### src/rtl/sdlc_pkg.sv
// Shared types and constants for the SLIP deframer with length check.
// Used by sdlc_decode, sdlc_out_buf and slip_deframer_length_check.
// No dependencies.
`default_nettype none

package sdlc_pkg;

	// SLIP special byte codes: frame end, escape, and the two escaped forms.
	localparam logic [7:0] CODE_FEND  = 8'hC0;
	localparam logic [7:0] CODE_FESC  = 8'hDB;
	localparam logic [7:0] CODE_TFEND = 8'hDC;
	localparam logic [7:0] CODE_TFESC = 8'hDD;

	// Kind of a result item.
	localparam logic KIND_DATA   = 1'b0;
	localparam logic KIND_STATUS = 1'b1;

	// Status reported at each non-empty frame end.
	typedef enum logic [1:0] {
		ST_OK        = 2'd0,
		ST_TOO_SHORT = 2'd1,
		ST_NO_ROOM   = 2'd2,
		ST_MISMATCH  = 2'd3
	} frame_status_t;

	// One result item.
	typedef struct packed {
		logic          item_kind;
		logic [7:0]    decoded_byte;
		logic [7:0]    byte_position;
		frame_status_t frame_status;
		logic [8:0]    decoded_count;
	} result_t;

endpackage

`default_nettype wire

### src/rtl/sdlc_decode.sv
// Per-byte SLIP decode, frame state and length/status check.
// Depends on sdlc_pkg.
`default_nettype none

module sdlc_decode import sdlc_pkg::*; #(
	parameter int ENCODED_CAPACITY = 512
) (
	input  wire logic       clk,
	input  wire logic       arst_n,
	input  wire logic       accept,
	input  wire logic [7:0] rx_byte,
	input  wire logic       store_refuses,
	output logic            res_valid,
	output result_t         res
);

	localparam int CNT_W = $clog2(ENCODED_CAPACITY + 1);
	localparam logic [CNT_W-1:0] CAP = CNT_W'(ENCODED_CAPACITY);

	logic             escape_q;
	logic             stopped_q;
	logic [7:0]       hdr_len_q;
	logic [8:0]       cnt_dec_q;
	logic [CNT_W-1:0] cnt_enc_q;

	logic       is_end;
	logic       enc_full;
	logic       len_reached;
	logic       emit;
	logic       bad_escape;
	logic       set_escape;
	logic [7:0] value;
	logic [8:0] hdr_plus1;
	logic [8:0] cnt_dec_inc;

	// Classify the incoming byte against the current frame state.
	always_comb begin
		is_end      = (rx_byte == CODE_FEND);
		enc_full    = (cnt_enc_q >= CAP);
		hdr_plus1   = {1'b0, hdr_len_q} + 9'd1;
		cnt_dec_inc = cnt_dec_q + 9'd1;
		len_reached = (cnt_dec_q != 9'd0) && (cnt_dec_q >= hdr_plus1);
		emit        = 1'b0;
		bad_escape  = 1'b0;
		set_escape  = 1'b0;
		value       = rx_byte;
		if (!is_end && !enc_full && !stopped_q && !len_reached) begin
			if (escape_q) begin
				case (rx_byte)
					CODE_TFEND: begin
						emit  = 1'b1;
						value = CODE_FEND;
					end
					CODE_TFESC: begin
						emit  = 1'b1;
						value = CODE_FESC;
					end
					default: bad_escape = 1'b1;
				endcase
			end else if (rx_byte == CODE_FESC) begin
				set_escape = 1'b1;
			end else begin
				emit = 1'b1;
			end
		end
	end

	// Build the result item.
	always_comb begin
		res       = '0;
		res_valid = 1'b0;
		if (is_end) begin
			res_valid         = (cnt_enc_q != '0);
			res.item_kind     = KIND_STATUS;
			res.decoded_count = cnt_dec_q;
			if (cnt_dec_q == 9'd0) begin
				res.frame_status = ST_TOO_SHORT;
			end else if (store_refuses) begin
				res.frame_status = ST_NO_ROOM;
			end else if (cnt_dec_q != hdr_plus1) begin
				res.frame_status = ST_MISMATCH;
			end else begin
				res.frame_status = ST_OK;
			end
		end else begin
			res_valid         = emit;
			res.item_kind     = KIND_DATA;
			res.decoded_byte  = value;
			res.byte_position = cnt_dec_q[7:0];
			res.frame_status  = ST_OK;
			res.decoded_count = cnt_dec_inc;
		end
	end

	// Frame state, updated only when an item is accepted.
	always_ff @(posedge clk or negedge arst_n) begin
		if (!arst_n) begin
			escape_q  <= 1'b0;
			stopped_q <= 1'b0;
			hdr_len_q <= '0;
			cnt_dec_q <= '0;
			cnt_enc_q <= '0;
		end else if (accept) begin
			if (is_end) begin
				escape_q  <= 1'b0;
				stopped_q <= 1'b0;
				hdr_len_q <= '0;
				cnt_dec_q <= '0;
				cnt_enc_q <= '0;
			end else if (!enc_full) begin
				cnt_enc_q <= cnt_enc_q + CNT_W'(1);
				if (set_escape) begin
					escape_q <= 1'b1;
				end
				if (bad_escape) begin
					escape_q  <= 1'b0;
					stopped_q <= 1'b1;
				end
				if (emit) begin
					escape_q  <= 1'b0;
					cnt_dec_q <= cnt_dec_inc;
					if (cnt_dec_q == 9'd0) begin
						hdr_len_q <= value;
					end
				end
			end
		end
	end

endmodule

`default_nettype wire

### src/rtl/sdlc_out_buf.sv
// Two-entry output register with skid stage for result items.
// Depends on sdlc_pkg.
`default_nettype none

module sdlc_out_buf import sdlc_pkg::*; (
	input  wire logic    clk,
	input  wire logic    arst_n,
	input  wire logic    push,
	input  wire result_t push_data,
	output logic         can_push,
	output logic         out_valid,
	input  wire logic    out_ready,
	output result_t      out_data
);

	logic    main_vld_q;
	logic    skid_vld_q;
	result_t main_q;
	result_t skid_q;
	logic    pop;

	assign pop       = main_vld_q && out_ready;
	assign can_push  = !skid_vld_q;
	assign out_valid = main_vld_q;
	assign out_data  = main_q;

	// Valid flags.
	always_ff @(posedge clk or negedge arst_n) begin
		if (!arst_n) begin
			main_vld_q <= 1'b0;
			skid_vld_q <= 1'b0;
		end else if (skid_vld_q) begin
			if (pop) begin
				skid_vld_q <= 1'b0;
			end
		end else if (push) begin
			if (!main_vld_q || pop) begin
				main_vld_q <= 1'b1;
			end else begin
				skid_vld_q <= 1'b1;
			end
		end else if (pop) begin
			main_vld_q <= 1'b0;
		end
	end

	// Payload registers.
	always_ff @(posedge clk) begin
		if (skid_vld_q) begin
			if (pop) begin
				main_q <= skid_q;
			end
		end else if (push) begin
			if (!main_vld_q || pop) begin
				main_q <= push_data;
			end else begin
				skid_q <= push_data;
			end
		end
	end

endmodule

`default_nettype wire

### src/rtl/slip_deframer_length_check.sv
// SLIP receive deframer with length-header check, top level.
//
// Input channel: one SLIP-encoded byte (rx_byte) per item, with store_refuses
// sampled on a frame-ending 0xC0. Handshake in_valid/in_ready.
// Output channel: zero or one result item per input item, either a decoded
// data byte with its position and running count, or a frame-end status.
// Handshake out_valid/out_ready.
//
// Throughput is one input item per cycle while in_ready is high. The decode is
// a single pass of logic from the input byte and the frame state into the
// output register, so every result is registered on its way to the outputs.
// A two-entry output buffer holds results while the receiver stalls.
// in_ready drops while both entries are full, whatever the waiting input
// item would produce, and rises again in the cycle after the receiver takes
// an item. With the receiver always ready, in_ready never drops.
// Reset clears the frame state (no escape pending, counts zero) and empties
// the output buffer. At most ENCODED_CAPACITY encoded bytes per frame are
// taken into account; later bytes up to the next 0xC0 are dropped.
// Depends on sdlc_pkg, sdlc_decode and sdlc_out_buf.
`default_nettype none

module slip_deframer_length_check import sdlc_pkg::*; #(
	parameter int ENCODED_CAPACITY = 512
) (
	input  wire logic       clk,
	input  wire logic       arst_n,
	input  wire logic       in_valid,
	output logic            in_ready,
	input  wire logic [7:0] rx_byte,
	input  wire logic       store_refuses,
	output logic            out_valid,
	input  wire logic       out_ready,
	output logic            item_kind,
	output logic [7:0]      decoded_byte,
	output logic [7:0]      byte_position,
	output logic [1:0]      frame_status,
	output logic [8:0]      decoded_count
);

	logic    accept;
	logic    res_valid;
	result_t res;
	result_t out_res;

	assign accept = in_valid && in_ready;

	// Byte decode and frame state.
	sdlc_decode #(
		.ENCODED_CAPACITY(ENCODED_CAPACITY)
	) u_decode (
		.clk          (clk),
		.arst_n       (arst_n),
		.accept       (accept),
		.rx_byte      (rx_byte),
		.store_refuses(store_refuses),
		.res_valid    (res_valid),
		.res          (res)
	);

	// Output register and skid stage.
	sdlc_out_buf u_out_buf (
		.clk      (clk),
		.arst_n   (arst_n),
		.push     (accept && res_valid),
		.push_data(res),
		.can_push (in_ready),
		.out_valid(out_valid),
		.out_ready(out_ready),
		.out_data (out_res)
	);

	assign item_kind     = out_res.item_kind;
	assign decoded_byte  = out_res.decoded_byte;
	assign byte_position = out_res.byte_position;
	assign frame_status  = out_res.frame_status;
	assign decoded_count = out_res.decoded_count;

	// A full buffer always presents an item.
	a_stall_has_item: assert property (@(posedge clk) disable iff (!arst_n)
		!in_ready |-> out_valid)
		else $error("in_ready low with no item on the output");

	// A status item carries no byte and no position.
	a_status_clean: assert property (@(posedge clk) disable iff (!arst_n)
		(out_valid && item_kind == KIND_STATUS) |->
		(decoded_byte == 8'd0 && byte_position == 8'd0))
		else $error("status item with byte or position set");

	// A data item is counted one past its position and has no status.
	a_data_count: assert property (@(posedge clk) disable iff (!arst_n)
		(out_valid && item_kind == KIND_DATA) |->
		(decoded_count == {1'b0, byte_position} + 9'd1 && frame_status == ST_OK))
		else $error("data item count does not follow its position");

	// After a result enters the buffer, the output presents an item in the next cycle.
	a_buffer_holds: assert property (@(posedge clk) disable iff (!arst_n)
		(accept && res_valid) |=> out_valid)
		else $error("accepted result lost from the output buffer");

endmodule

`default_nettype wire
### config.mk
export PLATFORM = sky130hd
export DESIGN_NAME = slip_deframer_length_check
export DESIGN_NICKNAME = d
export VERILOG_FILES = /design/src/rtl/sdlc_pkg.sv /design/src/rtl/sdlc_decode.sv /design/src/rtl/sdlc_out_buf.sv /design/src/rtl/slip_deframer_length_check.sv
export SDC_FILE = /design/constraint.sdc
export NUM_CORES = 1
export LEC_CHECK = 0
export ABC_AREA = 1
export BUFFER_PORTS_ARGS = -buffer_cell sky130_fd_sc_hd__buf_4
export CAP_MARGIN = 10
export CORE_ASPECT_RATIO = 1.5
export CORE_UTILIZATION = 40
export CTS_CLUSTER_DIAMETER = 150
export DETAILED_ROUTE_END_ITERATION = 16
export PLACE_DENSITY = 0.63
export SYNTH_ARGS = -nofsm -noshare
export SYNTH_HDL_FRONTEND = slang
export SYNTH_SLANG_ARGS = --single-unit
### constraint.sdc
create_clock -name clk -period 3.8 [get_ports clk]
set_clock_uncertainty 0.1 [all_clocks]
set_input_delay 0.38 -clock clk [delete_from_list [all_inputs] [get_ports clk]]
set_output_delay 0.38 -clock clk [all_outputs]
set_load 0.1 [all_outputs]
Word level (Yosys, flattened, before mapping)
Cells that the tools add are included.
{"block": "classes", "n_bitwise": 2, "n_lt_le_gt_ge": 2, "n_reduce_logical": 33, "n_eq_ne": 8, "mux": 48, "addsub": 3}
{"cell": "2-to-1 mux 28 bit", "n": 4}
{"cell": "2-to-1 mux 8 bit", "n": 6}
{"cell": "== test 8 bit, second input constant", "n": 4}
{"cell": "2-to-1 mux 1 bit", "n": 27}
{"cell": "2-to-1 mux 9 bit", "n": 3}
{"cell": "2-to-1 mux 10 bit", "n": 2}
{"cell": "AND reduction 3 bit", "n": 6}
{"cell": "2-to-1 mux 16 bit", "n": 1}
{"cell": "case mux 8 bit (2 select lines)", "n": 1}
{"cell": "nonzero test 2 bit", "n": 6}
{"cell": "2-to-1 mux 11 bit", "n": 1}
{"cell": "adder 10 x 1 -> 10 bit, second input constant", "n": 1}
{"cell": ">= comparator 10 bit, second input constant", "n": 1}
{"cell": "nonzero test 10 bit", "n": 1}
{"cell": "adder 8 x 1 -> 9 bit, second input constant", "n": 1}
{"cell": "adder 9 x 1 -> 9 bit, second input constant", "n": 1}
{"cell": ">= comparator 9 bit", "n": 1}
{"cell": "zero test 9 bit", "n": 1}
{"cell": "!= test 9 bit", "n": 1}
{"cell": "nonzero test 9 bit", "n": 1}
{"cell": "logical AND 1 bit", "n": 7}
{"cell": "zero test 1 bit", "n": 6}
{"cell": "2-to-1 mux 2 bit", "n": 3}
{"cell": "!= test 2 bit, second input constant", "n": 2}
{"cell": "7 further kinds", "n": 8}
{"block": "word_totals", "output_inout_bits": 30, "regBits": 87, "inputBits": 13}

Depth between registers and ports, before layout
Gate-level depths: netlist of run 1.
{"block": "logic_depth", "depth_word": 11, "mapped_depth": 17, "ltp_nobuf": 17}

By module
Synthesis of run 1 repeated with hierarchy kept, for this count alone.
{"block": "unflattened", "hier_cells": 489, "area_unflattened_um2": 4508.1}
{"mod": "sdlc_decode", "cells_each": 321, "n_inst": 1, "area_each_um2": 2347.3}
{"mod": "sdlc_out_buf", "cells_each": 164, "n_inst": 1, "area_each_um2": 2143.3}
{"mod": "slip_deframer_length_check", "cells_each": 4, "n_inst": 1, "area_each_um2": 17.5}

Least setup slack after synthesis of run 1
No wires, ideal clock.
{"block": "synth_path", "kind": "reg2reg", "start": "register u_decode.hdr_len_q[0]", "end": "register u_out_buf.main_q, in the netlist u_out_buf.out_data[0] (enable)", "period_less_slack_ns": 3.872, "path_stages_with_launch": 15, "slack_ns": -0.072, "path_buffers": 0, "arrival_ns": 3.349, "required_ns": 3.278, "path_cell_list": "dfrtp_1 > ha_1 > nand2_1 > nor2_1 > nand2_1 > xor2_1 > ha_1 > a21oi_1 > o21a_1 > nand2_1 > nand2_2 > nand3_2 > nand2_4 > nand2_1 > a21oi_1"}
{"block": "synth_via", "elab_chain_cells": 10}
{"element": "start, declared", "line_no": "sdlc_decode.sv:22", "text": "logic [7:0] hdr_len_q;"}
{"element": "start signal, assigned", "line_no": "sdlc_decode.sv:123", "text": "hdr_len_q <= value;"}
{"element": "adder 8 x 1 -> 9 bit", "line_no": "sdlc_decode.sv:40", "text": "hdr_plus1 = {1'b0, hdr_len_q} + 9'd1;"}
{"element": ">= comparator 9 bit", "line_no": "sdlc_decode.sv:42", "text": "len_reached = (cnt_dec_q != 9'd0) && (cnt_dec_q >= hdr_plus1);"}
{"element": "logical AND 1 bit", "line_no": "sdlc_decode.sv:42"}
{"element": "zero test 1 bit", "line_no": "sdlc_decode.sv:47", "text": "if (!is_end && !enc_full && !stopped_q && !len_reached) begin"}
{"element": "logical AND 1 bit", "line_no": "sdlc_decode.sv:47"}
{"element": "2-to-1 mux 1 bit", "line_no": "sdlc_decode.sv:47"}
{"element": "2-to-1 mux 1 bit", "line_no": "sdlc_decode.sv:72", "text": "if (is_end) begin"}
{"element": "logical AND 1 bit", "line_no": "slip_deframer_length_check.sv:64", "text": ".push (accept && res_valid),"}
{"element": "nonzero test 2 bit (no source line)"}
{"element": "AND reduction 3 bit (no source line)"}
{"element": "end signal, assigned", "line_no": "sdlc_out_buf.sv:51", "text": "main_q <= skid_q;"}
{"element": "end signal, assigned", "line_no": "sdlc_out_buf.sv:55", "text": "main_q <= push_data;"}
{"element": "end, declared", "line_no": "sdlc_out_buf.sv:18", "text": "result_t main_q;"}
No other way between the ends.
A chain may end at the register's enable or synchronous reset.

Worst setup path in the final report of run 1
{"block": "layout_path", "start": "register u_decode.hdr_len_q[0]", "end": "register u_out_buf.main_q, in the netlist u_out_buf.out_data[10] (enable)"}
The elaborated chain is that of the path after synthesis.

==> results, run 1 <==
- The flow ran to the end, and the final reports show no timing, DRC or antenna violations.
- Summed over all layers, the global routing overflow is 0.
- The hold path startpoint is rx_byte[5].
- The internal power is between 2 and 2.5 mW.
- The Yosys step of the flow raised 0 warnings.
- At the end of routability-driven placement, the weighted congestion stood at 0.8803.
- Of the total power, registers draw between 30 and 40%.
- Combinational logic is responsible for roughly 36% of the overall power.
- The fraction of power spent switching nets is 40.23%.
- The endpoint identified for the worst register-to-register timing path is u_out_buf.out_data[10].
- Once the clock tree was built, the setup fixing pass inserted 0 buffers.
- The via count of the first global-routing pass was between 3000 and 4000.
- In this run the critical register-to-register path is launched from u_decode.hdr_len_q[0].
- Traced cell by cell, the critical path runs through ha_1, nand2_1, nor2_1, nand2_1, xor2_1, ha_1, a21oi_1, o21a_1, nand2_1, nand2_2, nand3_2, nand2_4, nand2_1, a21oi_2, buf_4.
- The design draws ~3.5 mW.
- No sink is reached through more buffers than the 2 on the longest clock path.
- The sink count of the clock tree is 87.
- The final-layout fill cell count is roughly 1000.
- The mean instance size in the synthesized netlist is 9.346 µm².
- The routed layout has between 3000 and 4000 vias.
- Dividing total power by cell area gives a power density of approximately 700 nW/µm².
- The top-level I/O count is 43.
- The number of nets at the end of the flow is 536.
- The first detailed-routing pass ran for 4 iterations.
- Per report_power, the clock group accounts for 25.2% of the total.
- The TritonCTS clock tree is built.
- The final worst-path setup slack is ~0.61 ns.
- The total clock buffers created by CTS is 9.
- Summing all placed instances gives a cell area of approximately 4800 µm².
- Derived from the worst setup path, the maximum achievable clock frequency is around 0.31 GHz.
- Entering global routing, the biggest net connects 40 pins.
- The post-synthesis cell count is roughly 460.
- The wire length of the first global-routing pass is between 10000 and 15000 µm.
- The hold path depth is 1.
- Clock latency on the worst-skew pair, taken at its later pin, is about 0.34 ns.
- The half-perimeter wire length after placement is roughly 6400 µm.
- The startpoint of the most critical setup path is u_decode.hdr_len_q[0].
- Grouping stages by cell kind, the critical path spends the most delay in simple AND/OR/NAND/NOR gates.
- The worst register-to-register path has a setup slack of about 0.61 ns.
- Once detail routing completed, the nets flagged for antenna violations numbered 0.
- The number of cells traversed by the worst register-to-register path is 15.
- The data required time at the worst endpoint is 3.71 ns.
- After detailed routing, the number of remaining DRC violations is 0.
- By count the netlist is led by nand2_1 (146), edfxtp_1 (56), inv_1 (43).
- At the placement stage, the worst setup path has a slack of between 0.6 and 0.7 ns.
- The number of buffers inserted by port buffering is between 40 and 50.
- Yosys mapped the design onto 34 distinct sky130hd cell types.
- In this run the cell area of the synthesized design comes to around 4300 µm².
- The setup total negative slack is 0 ns.
- Among all stages on the critical path, the largest delay is contributed by dfrtp_1.
- Clock-pin slew was measured on the worst setup and hold paths at about 0.060 ns.
- The path class of the lowest-slack min-delay path is input port to register.
- When the netlist entered floorplanning its net count stood at around 490.
- The arrival time at the worst endpoint is between 3 and 4 ns.
- The total global routing track utilization is between 10% and 20%.
- The max-slew violation total from the final report is 0.
- The total core area is approximately 11000 µm².
- The part of the Yosys area used for sequential elements is a little under three fifths.
- The number of cell rows is 46.
- The proportion of register bits with asynchronous set or reset after synthesis is 35.63%.
- The share of synthesized area in the top cell type comes to just under 40%.
- In the final routed layout, each cell accounts on average for around 13 µm.
- In this run, the number of DRC markers left after iteration 0 of detailed routing was between 150 and 200.
- Of all nets on the critical path, the largest fanout is 28.
- The initial antenna violation count is 0.
- The number of synthesized register bits is slightly below 90.
- Measured against its own limit, the worst slew margin works out to 54.68%.
- By area the synthesized netlist is led by edfxtp_1 (39%), dfrtp_1 (18%), nand2_1 (13%).
- In the synthesized netlist the dominant register cell turns out to be edfxtp_1.
- The number of maximum-capacitance violations is 0.
- In this run the vertical extent of the chip is ~130 µm.
- By startpoint and endpoint, the worst setup path is classified as register to register.
- The library cell used as clock root buffer is clkbuf_16.
- The final-report hold violation count was 0.
- The share of cells above drive strength 1 is 16.60%.
- In this run, placement finished with an instance count of ~640.
- The number of inserted diodes is 0.
- Summed over all cells, the static leakage comes to 2.244 nW.
- The number of cells in the finished layout apart from fillers is about 660.
- The cell with the most instances after synthesis is nand2_1.
- From synthesis to final layout, the design area changed by 18.02%.
- The worst-margin pin slew is between 0.6 and 0.7 ns.
- The overall die width is 86.83 µm.
- Counting stages on the worst path, the most repeated cell is nand2_1.
- The period utilization is a little over four fifths.
- The post-route cell area is a little over 5000 µm².
- IR analysis of the VDD net gives a maximum drop of approximately 0.36 mV.
- The total length of routed wires is between 8000 and 9000 µm.
- Counting I/O delays and the setup requirement, the final critical path takes about 3.2 ns.
- The number of enable-type register cells in the synthesized netlist is between 50 and 60.
- The kind of end point of the critical path is a register.
- The H-tree depth reported by CTS is 3.
- Dividing the detail-routed via count by the number of cells gives between 4 and 5.
- The total net switching power is roughly 1.4 mW.
- The type of origin of the critical path is a register.
- The sum of buffers and inverters on the critical path is 1.
- The total of endpoints with negative setup slack in the final report is 0.
- The die covers between 10000 and 15000 µm².
- Setup repair after global routing left no endpoint under its margin.
- On the worst path, the slowest cell contributes a delay of between 0.3 and 0.4 ns.
- The dominant cell type by area after synthesis is edfxtp_1.
- The initial core utilization is around two fifths.
- The path with the worst hold slack has its endpoint at u_out_buf.skid_q[24].
[worst reg2reg max path, stage by stage (launching register included)]
cell and delay, ns:
dfrtp_1 0.39, ha_1 0.22, nand2_1 0.07, nor2_1 0.14
nand2_1 0.08, xor2_1 0.15, ha_1 0.30, a21oi_1 0.15
o21a_1 0.13, nand2_1 0.09, nand2_2 0.14, nand3_2 0.11
nand2_4 0.15, nand2_1 0.15, a21oi_2 0.14, buf_4 0.33
[metal layers]
metal	track usage [%]	share of wire [%]	up-vias	wire [µm]
met4	9.314	2.7	0	230
met5	0	0	-	0
li1	-	-	1638	-
met2	29.55	51	84	4404
met1	19.40	43	1516	3670
met3	3.503	3.7	15	320
[power by group through the flow]
stage	clock network (mW)	logic [mW]	registers (mW)
CTS	0.898	1.25	1.35
floorplan	0	0.705	1.62
global route	0.933	1.39	1.38
finish	0.878	1.25	1.35
detailed placement	0	1.24	1.37
global placement	0	1.22	1.37
[layout make-up]
cell class | count | area (µm²) | area share [%]
Clock buffer | 9 | 225.2 | 4.419
Clock inverter | 7 | 70.07 | 1.375
Inverter | 47 | 176.4 | 3.462
Multi-Input combinational cell | 315 | 1632 | 32.02
Sequential cell | 87 | 2457 | 48.22
Tap cell | 144 | 180.2 | 3.535
Timing Repair Buffer | 47 | 355.3 | 6.973
[through the flow]
stage	hold slack (ns)	util, %
2_1_floorplan	-0.01559	-
3_3_place_gp	0.2470	45.49
3_5_place_dp	0.2515	45.49
4_1_cts	0.1617	48.38
5_1_grt	0.1599	48.38
6_report	0.1672	48.38
[registers in the layout, indices dropped and copies added, names as in the netlist]
signal	flops
u_out_buf.skid_vld_q	1
u_decode.escape_q	1
u_decode.hdr_len_q	8
u_decode.stopped_q	1
u_out_buf.skid_q	28
u_out_buf.out_valid	1
u_decode.cnt_enc_q	10
u_decode.cnt_dec_q	9
u_out_buf.out_data	28
[worst max-delay path by stage]
stage	end	slack [ns]	cells past startpoint
final	u_out_buf.out_data[10]	0.61	15
after floorplan	u_out_buf.skid_q[0]	0.13	14
after CTS	u_out_buf.out_data[8]	0.61	15
after detailed placement	u_out_buf.out_data[8]	0.64	15
after global routing	u_out_buf.out_data[15]	0.32	15
after global placement	u_out_buf.out_data[7]	0.74	15
[cell families (layout without fill, tap and decap cells)]
family / Yosys count / in the layout / share of synthesized area (%)
AND/OR/NAND/NOR: 232 / 232 / 23.27
flip-flops: 87 / 87 / 56.91
AO/OA/AOI/OAI: 61 / 61 / 8.519
buffers and inverters: 60 / 110 / 5.447
adder cells (fa/ha/maj): 16 / 16 / 4.636
XOR/XNOR: 6 / 6 / 1.217
[what timing repair did]
action | 4_1_cts | 5_1_grt
gates resized for setup | 0 | 0
hold buffers | 1 | 0
hold endpoints to repair | 31 | 0
[layout by cell type (no fill, tap or decap), types with 8 or more instances in the layout]
cell type / instances
edfxtp_1: 56
o21ai_2: 8
nor3_1: 9
nand2_1: 146
nand4_1: 13
o21ai_0: 26
nor2_1: 27
buf_4: 46
a21oi_1: 12
clkbuf_16: 9
dfrtp_1: 31
nand3_1: 26
ha_1: 16
inv_1: 43
Power figures use the tool's default switching activity.
==> run 2: changes to the inputs <==
--- a/config.mk
+++ b/config.mk
@@ -12,7 +12,7 @@
 export CORE_UTILIZATION = 40
 export CTS_CLUSTER_DIAMETER = 150
 export DETAILED_ROUTE_END_ITERATION = 16
-export PLACE_DENSITY = 0.63
+export PLACE_DENSITY = 0.61
 export SYNTH_ARGS = -nofsm -noshare
 export SYNTH_HDL_FRONTEND = slang
 export SYNTH_SLANG_ARGS = --single-unit
==> constraint.sdc (replaced) <==
create_clock -name clk -period 3.1 [get_ports clk]
set_clock_uncertainty 0.1 [all_clocks]
set_input_delay 0.31 -clock clk [delete_from_list [all_inputs] [get_ports clk]]
set_output_delay 0.31 -clock clk [all_outputs]
set_load 0.1 [all_outputs]
==> results, run 2 (synthesized netlist as in run 1, its figures left out) <==
- The flow ran to the end, and the final reports show no timing, DRC or antenna violations.
- The met2 track demand over resource in global routing is ~30%.
- Hold is met by around 0.10 ns.
- During placement, the flow inserted port buffers numbering 42.
- Cells fill between 40% and 50% of the core in the end.
- The floorplan has between 40 and 50 rows.
- The area added between synthesis and finish is 21.36%.
- The worst path needs between 2 and 3 ns of the cycle, external delays included.
- The global routing stage identified its most utilized layer as met2.
- The total global routing track utilization is 17.21%.
- In this run the worst hold path is classified as input port to register.
- The worst register-to-register path has a depth of 15.
- For the pin with the worst max-slew slack, the measured transition is 0.4346 ns.
- STA classifies the critical path startpoint as a register.
- The total via count in the routed design is around 3300.
- Once detail routing completed, the nets flagged for antenna violations numbered 0.
- The reg-to-reg critical path endpoint is u_out_buf.skid_q[26].
- For this run, the detailed router's first-pass iteration total came to 4.
- Static timing analysis puts the maximum clock frequency at between 0.3 and 0.4 GHz.
- The headroom to the max-slew limit is 71.03%.
- Dividing the final minimum period by the clock period gives slightly below 100%.
- The weighted congestion at the end of routability-driven global placement is 0.8567.
- The average via count per standard cell is between 4 and 5.
- In this run the worst setup path begins at u_decode.hdr_len_q[0].
- The post-route cell area is between 5000 and 6000 µm².
- 43 I/O pins were placed.
- The initial antenna violation count is 0.
- Timing analysis after detailed placement gives a worst setup slack of roughly 0.13 ns.
- The clock latency on the worst-skew pair is about 0.34 ns.
- Clock-pin slew was measured on the worst setup and hold paths at approximately 0.070 ns.
- Detailed placement ended at an HPWL of 6672 µm.
- 0 antenna diodes ended up in the layout.
- The final worst-path setup slack is about 0.1 ns.
- The critical path is of the register to register type.
- The remaining design rule violation count is 0.
- The final layout contains between 500 and 600 nets.
- The total power is between 4 and 5 mW.
- The global routing met1 resource utilization is just under 20%.
- In the layout the commonest cells are nand2_1 (145), edfxtp_1 (56), buf_4 (49).
- The maximum count of clock buffers along a single path is 2.
- The total length of routed wires is ~9300 µm.
- Global routing used between 4 and 5% of the available met3 tracks.
- In this run the critical register-to-register path is launched from u_decode.hdr_len_q[0].
- Along the worst path, the maximum fanout reaches 7.
- The wire length of the first global-routing pass is around 15000 µm.
- The static power due to leakage is ~2.3 nW.
- The initial core utilization is approximately 41%.
- The max-slew violation total from the final report is 0.
- The TritonCTS clock tree is built.
- The detail-routed net length per standard cell is ~14 µm.
- The iteration-0 DRC count of the detailed router is around 140.
- The final-report hold violation count is 0.
- Data on the critical path is required at its endpoint by roughly 3 ns.
- The H-tree depth reported by CTS is 3.
- The slack of the worst reg-to-reg path is a little over 0.1 ns.
- Entering global routing, the biggest net connects 39 pins.
- Dividing total power by cell area gives a power density of around 830 nW/µm².
- The core region is around 11000 µm².
- The die covers 11220 µm².
- The largest vdd supply drop is about 0.41 mV.
- Excluding fillers, the count of instances in the completed layout stands at approximately 660.
- The library cell used as clock root buffer is clkbuf_16.
- The total clock buffers created by CTS is 9.
- The cell area after placement is 4851 µm².
- The kind of end point of the critical path is a register.
- The most common cell after layout, fill and taps aside is nand2_1.
- After global routing the overflow that remains totals 0.
- The cell count after placement is roughly 640.
- Of the cells placed in the final design, the portion with a size suffix greater than 1 is a little under a fifth.
- The overall die width is 86.83 µm.
- The arrival time at the worst endpoint is 2.96 ns.
- From bottom edge to top edge, the die measures 129.3 µm.
- After routing, the total negative slack on setup checks comes to 0 ns.
- The most critical setup path has its endpoint at u_out_buf.skid_q[26].
- The via count of the first global-routing pass came to ~3000.
- The tree built by TritonCTS fans out to between 80 and 90 sinks.
- The number of maximum-capacitance violations is 0.
- The total of endpoints with negative setup slack in the final report is 0.
## run 2: where the power goes
| group | switching (mW) | internal [mW] |
|---|---|---|
| Clock | 0.451 | 0.630 |
| Combinational | 1.11 | 0.472 |
| Sequential | 0.176 | 1.50 |
| Total | 1.74 | 2.60 |
## run 2: worst min-delay path by stage
stage                           from               endpoint  slack, ns  depth (start not counted)
final                     rx_byte[0]   u_out_buf.skid_q[19]       0.10                          1
after global routing      rx_byte[0]   u_out_buf.skid_q[19]       0.09                          1
after CTS                 rx_byte[0]   u_out_buf.skid_q[19]       0.09                          1
after detailed placement      arst_n  u_decode.hdr_len_q[7]       0.19                          1
after global placement        arst_n  u_decode.hdr_len_q[7]       0.19                          1
after floorplan               arst_n  u_decode.cnt_dec_q[0]      -0.09                          0
## run 2: worst max-delay path: stages, from the launching register on
cell and delay, ns:
dfrtp_1 0.45, ha_4 0.17, nand2_1 0.07, nor2_2 0.13
nand2_1 0.07, xor2_1 0.14, ha_1 0.31, a21oi_2 0.13
o21a_1 0.12, nand2_1 0.08, nand2_2 0.11, nand3_2 0.10
nand2_4 0.10, nand2_4 0.07, nor2_4 0.31, clkbuf_16 0.23
## run 2: per-layer routing
layer | vias to the layer above | wire length, µm
met3 | 24 | 338
met5 | - | 0
met2 | 67 | 5017
met4 | 0 | 332
li1 | 1654 | -
met1 | 1512 | 3651
## run 2: what timing repair did
item	in CTS	in global routing
setup endpoints to repair	0	54
hold buffers	1	0
endpoints found under the hold margin	31	0
gates resized for setup	0	7
buffers inserted	0	2
## run 2: final cells by class
class | instances | area, µm²
fill | 1008 | 5293
sequential | 87 | 2457
multi-input combinational | 315 | 1673
timing repair buffer | 54 | 454.2
clock buffer | 10 | 229.0
tap | 144 | 180.2
inverter | 47 | 176.4
clock inverter | 6 | 70.07
